===== src/rtl/hrt_pkg.sv =====
package hrt_pkg;

    // Default sizes
    localparam int DEF_MAX_RULES       = 1024;
    localparam int DEF_MAX_KEY_BYTES   = 256;
    localparam int DEF_KEY_STORE_BYTES = 65536;
    localparam int DEF_BUCKETS         = 2048;

    // FNV-1a 64
    localparam logic [63:0] FNV_BASIS = 64'hCBF29CE484222325;

    // Rule field limits
    localparam int          MEMBER_SLOTS = 33;
    localparam int          FAMILY_COUNT = 128;
    localparam int          PAIR_SLOTS   = FAMILY_COUNT * MEMBER_SLOTS;
    localparam logic [5:0]  MEMBER_MAX   = 6'd32;
    localparam logic [7:0]  TGC_LIMIT    = 8'd128;
    localparam logic [15:0] NO_TARGET    = 16'hFFFF;
    localparam int          RULE_INDEX_W = 10;

    typedef enum logic [1:0] {
        KIND_LOAD   = 2'd0,
        KIND_LOOKUP = 2'd1,
        KIND_CLEAR  = 2'd2,
        KIND_NONE   = 2'd3
    } kind_t;

    typedef enum logic [2:0] {
        ST_OK      = 3'd0,
        ST_MISS    = 3'd1,
        ST_INVALID = 3'd2,
        ST_DUP     = 3'd3,
        ST_FAILED  = 3'd4
    } status_t;

    typedef struct packed {
        logic        action;
        logic [15:0] target;
        logic [6:0]  family;
        logic [5:0]  member;
    } attr_t;

    typedef struct packed {
        logic        bound;
        logic        action;
        logic [15:0] target;
    } fam_bind_t;

    // Commands from the sequencer to the key accumulator
    typedef struct packed {
        logic push;
        logic restart;
    } key_cmd_t;

    // One FNV-1a step; the prime is 2^40 + 0x1B3
    function automatic logic [63:0] fnv_step(input logic [63:0] h, input logic [7:0] b);
        logic [63:0] x;
        x = h ^ {56'd0, b};
        return (x << 40) + (x << 8) + (x << 7) + (x << 5) + (x << 4) + (x << 1) + x;
    endfunction

endpackage


===== src/rtl/hrt_ram.sv =====
module hrt_ram #(
    parameter int WIDTH = 8,
    parameter int DEPTH = 256,
    localparam int AW = (DEPTH > 1) ? $clog2(DEPTH) : 1
) (
    input  logic             clk,
    input  logic             we,
    input  logic [AW-1:0]    waddr,
    input  logic [WIDTH-1:0] wdata,
    input  logic [AW-1:0]    raddr,
    output logic [WIDTH-1:0] rdata
);

    logic [WIDTH-1:0] mem_reg [DEPTH];
    logic [WIDTH-1:0] rdata_reg;

    // One write port, one registered read port
    always_ff @(posedge clk)
    begin
        if (we)
        begin
            mem_reg[waddr] <= wdata;
        end
        rdata_reg <= mem_reg[raddr];
    end

    assign rdata = rdata_reg;

endmodule


===== src/rtl/hrt_key_acc.sv =====
module hrt_key_acc
    import hrt_pkg::*;
#(
    parameter int MAX_KEY_BYTES = DEF_MAX_KEY_BYTES,
    localparam int LEN_W = $clog2(MAX_KEY_BYTES + 2),
    localparam int KB_AW = (MAX_KEY_BYTES > 1) ? $clog2(MAX_KEY_BYTES) : 1
) (
    input  logic             clk,
    input  logic             rst_n,
    input  key_cmd_t         cmd,
    input  logic [7:0]       key_byte,
    input  logic [KB_AW-1:0] rd_addr,
    output logic [7:0]       rd_data,
    output logic [LEN_W-1:0] key_len,
    output logic [63:0]      key_hash
);

    logic [LEN_W-1:0] len_reg, len_next;
    logic [63:0]      hash_reg, hash_next;
    logic             buf_we;

    // Bytes past the buffer are dropped; length saturates one above the limit
    assign buf_we = cmd.push && (len_reg < LEN_W'(MAX_KEY_BYTES));

    always_comb
    begin
        len_next  = len_reg;
        hash_next = hash_reg;
        if (cmd.restart)
        begin
            len_next  = '0;
            hash_next = FNV_BASIS;
        end
        else if (cmd.push)
        begin
            if (len_reg <= LEN_W'(MAX_KEY_BYTES))
            begin
                len_next = len_reg + 1'b1;
            end
            hash_next = fnv_step(hash_reg, key_byte);
        end
    end

    always_ff @(posedge clk or negedge rst_n)
    begin
        if (!rst_n)
        begin
            len_reg  <= '0;
            hash_reg <= FNV_BASIS;
        end
        else
        begin
            len_reg  <= len_next;
            hash_reg <= hash_next;
        end
    end

    // Key buffer
    hrt_ram #(.WIDTH(8), .DEPTH(MAX_KEY_BYTES)) u_key_buf (
        .clk   (clk),
        .we    (buf_we),
        .waddr (len_reg[KB_AW-1:0]),
        .wdata (key_byte),
        .raddr (rd_addr),
        .rdata (rd_data)
    );

    assign key_len  = len_reg;
    assign key_hash = hash_reg;

endmodule


===== config.mk =====
export PLATFORM = sky130hd
export DESIGN_NAME = hrt_key_acc
export DESIGN_NICKNAME = d
export VERILOG_FILES = /design/src/rtl/hrt_pkg.sv /design/src/rtl/hrt_ram.sv /design/src/rtl/hrt_key_acc.sv
export SDC_FILE = /design/constraint.sdc
export NUM_CORES = 2
export LEC_CHECK = 0
export BUFFER_PORTS_ARGS = -buffer_cell sky130_fd_sc_hd__buf_2
export CORE_UTILIZATION = 45
export DETAILED_ROUTE_END_ITERATION = 16
export SETUP_SLACK_MARGIN = 0.2
export SYNTH_ARGS = -nofsm -noshare
export SYNTH_HDL_FRONTEND = slang
export SYNTH_HIERARCHICAL = 1
export SYNTH_SLANG_ARGS = --single-unit

===== constraint.sdc =====
create_clock -name clk -period 6.24 [get_ports clk]
set_clock_uncertainty 0.2 [all_clocks]
set_input_delay 0.624 -clock clk [delete_from_list [all_inputs] [get_ports clk]]
set_output_delay 0.624 -clock clk [all_outputs]
set_load 0.005 [all_outputs]

==> results.tsv <==
metric	value	unit
slew_viol_final	0	
largest_reg_flops	2048	
ys_types	91	
ys_top_cells_by_count	2048 x edfxtp_1, 454 x mux4_2, 407 x inv_1	
grt_max_degree	197	
worst_slew_margin_rel	0.192	
hold_ws	289	ps
layout-drive-gt1-share	0.190	
vias	49300	
place_congestion	0.877	
place_inst	7902	
clk_latency	860	ps
syn_area_per_cell	17.8	um2
cp_slowest_cell	fa_1	
grt_pass1_wl	356000	um
crit_top_cell	inv_1	
dr.pass1.iters	5	
critPathKind	reg2reg	
synth_mux_area_frac	0.127	
max_freq	174	MHz
dieArea	0.209	mm2
synth_top_cell_by_area	edfxtp_1	
grt_overflow_total	0	
drt_iter0_drc	5511	
synth_simple_gate_area_share	0.0358	
setup_violations	0	
yosysMostFrequentCell	edfxtp_1	
io_pins	101	
dp_slack	314	ps
initial_utilization	0.454	
synth_compound_area_frac	0.0491	
rsz0062_at_grt	yes	
worstMarginPinSlew	1210	ps
yosys.area_share.adder	0.0676	
post-route-min-period	5740	ps
yosys-top-cells-area	edfxtp_1 66%, mux4_2 11%, fa_1 5.3%	
run_status	finished, final reports clean	
syn_to_final_growth	11.4	%
cts-buffers-inserted	214	
final_nets	5814	
postCtsSetupBuffers	0	
cp_top_family	adder cells	
drc	0	
dpl.hpwl	159000	um
cts_tree	yes	
drt-wirelength-per-cell	29.5	um
yosys.area_share.xor_xnor	0.00657	
end_kind	flop	
antenna_found_initial	9	
die-width	457	um
layoutNonFillerInstCount	8305	
syn_inst	5241	
htree_levels	4	
maxCapViolCount	0	
clock_sinks	2129	
path_clk_slew	60	ps
grt_pass1_vias	49900	
path_buf_inv	4	
worstPathRequired	6800	ps
startpoint_type	flop	
io_buffer_count	100	
synth.top_cell.area_share	0.659	
crit_path_cell_trace	inv_1 -> fa_1 -> inv_1 -> fa_1 -> inv_1 -> fa_1 -> inv_1 -> ha_1 -> ha_1 -> a21oi_1 -> o21ai_1 -> a21oi_1 -> o21ai_0 -> a31oi_1 -> a21oi_1 -> o21ai_0 -> and3_1 -> o31ai_1	
tns	0	ps
cts-root-buf	clkbuf_16	
synth_nets	5618	
syn_area	0.0933	mm2
finalHoldViolations	0	
cpPeakStageDelay	600	ps
synthArstFlopShare	0.0343	
grt_util_all_layers	0.235	
hp-class	in2reg	
ys.flop_type	edfxtp_1	
rows	166	
design.core.area	0.205	mm2
critPathArrivalTime	6300	ps
synth_top_family_by_area	multiplexers	
clock_path_buffers	3	
die_h	457	um
drt_wl_total	245000	um
r2r_slack	500	ps
synth-seq-cells	2129	
yosys_warnings	6	
synth_edf_count	2048	
fin_crit_sh	0.920	
postRouteAntennaNets	0	
seq_area_frac_synth	0.681	
viasPerCell	5.93	
setup_ws	499	ps
crit_fanout	8	
## worst paths after layout
check,start,to,cells after the start
max,key_hash[17]$_DFFE_PN1P_,key_hash[61]$_DFFE_PN0P_,18
min,key_byte[5],u_key_buf/mem_reg[159][5]$_DFFE_PP_,2
max reg2reg,key_hash[17]$_DFFE_PN1P_,key_hash[61]$_DFFE_PN0P_,18
min reg2reg,key_hash[13]$_DFFE_PN1P_,key_hash[13]$_DFFE_PN1P_,2
max in group asynchronous,rst_n,key_hash[51]$_DFFE_PN0P_,3
min in group asynchronous,rst_n,key_hash[1]$_DFFE_PN0P_,3
## cell families after synthesis
kind of cell / after synthesis
buffers and inverters: 679
adders and majority gates: 357
and+or+nand+nor: 727
xor gates and xnor gates: 70
muxes: 610
DFF: 2129
AOI/OAI and AO/OA: 669
## placed cells by master (no fill, tap or decap), types with 28 or more instances in the layout
cell type,Yosys,routed
a21o_1,31,31
a21oi_1,183,183
a22oi_1,134,134
buf_2,33,87
buf_4,32,125
clkbuf_1,132,46
clkbuf_16,0,218
clkinv_1,3,50
clkinv_2,0,43
dfrtp_1,45,45
dfstp_2,28,28
edfxtp_1,2048,2048
fa_1,245,245
ha_1,112,111
inv_1,407,407
mux2i_1,153,153
mux4_2,454,454
nand2_1,105,105
nand3_1,46,46
nand4_1,29,29
nor2_1,365,362
nor2b_1,39,36
nor3_1,38,38
o21ai_0,57,56
o221ai_1,51,51
o22ai_1,30,30
xnor2_1,45,45
## area by class of cell
type                       instances  area, um2
fill                           16500     101000
sequential                      2129      63500
multi-input combinational       2433      26700
clock buffer                     266       5660
tap                             2688       3360
timing repair buffer             249       1990
inverter                         410       1540
clock inverter                   127       1180
antenna                            3       7.51
## stage by stage
stage,util,cell area (um2)
6_report,0.506,104000
5_1_grt,0.506,104000
4_1_cts,0.506,104000
3_5_place_dp,0.473,97100
3_3_place_gp,0.473,97100
2_1_floorplan,-,93300
## routing by layer
| metal | wire, um | vias up | GRT usage |
|---|---|---|---|
| met5 | 11 | - | 0 |
| met4 | 6110 | 2 | 0.0652 |
| met3 | 17500 | 319 | 0.0371 |
| met2 | 119000 | 1876 | 0.378 |
| met1 | 103000 | 26200 | 0.333 |
| li1 | - | 20900 | - |
## what timing repair did
action,4_1_cts,5_1_grt
hold endpoints to repair,86,0
hold buffers,7,0
gates resized for setup,0,2
setup endpoints to repair,0,4
## worst register-to-register path, stage by stage (launching register included)
cell and delay, ps:
dfstp_2 520, inv_1 280, fa_1 600, inv_1 60, fa_1 540, inv_1 60
fa_1 520, inv_1 40, ha_1 300, ha_1 440, a21oi_1 100, o21ai_1 270
a21oi_1 70, o21ai_0 360, a31oi_1 270, a21oi_1 370, o21ai_0 190, and3_1 200
o31ai_1 240
Power is left out: the tool's default activity adds up to more than one toggle a clock period on the data nets, which glitch-free logic cannot reach.
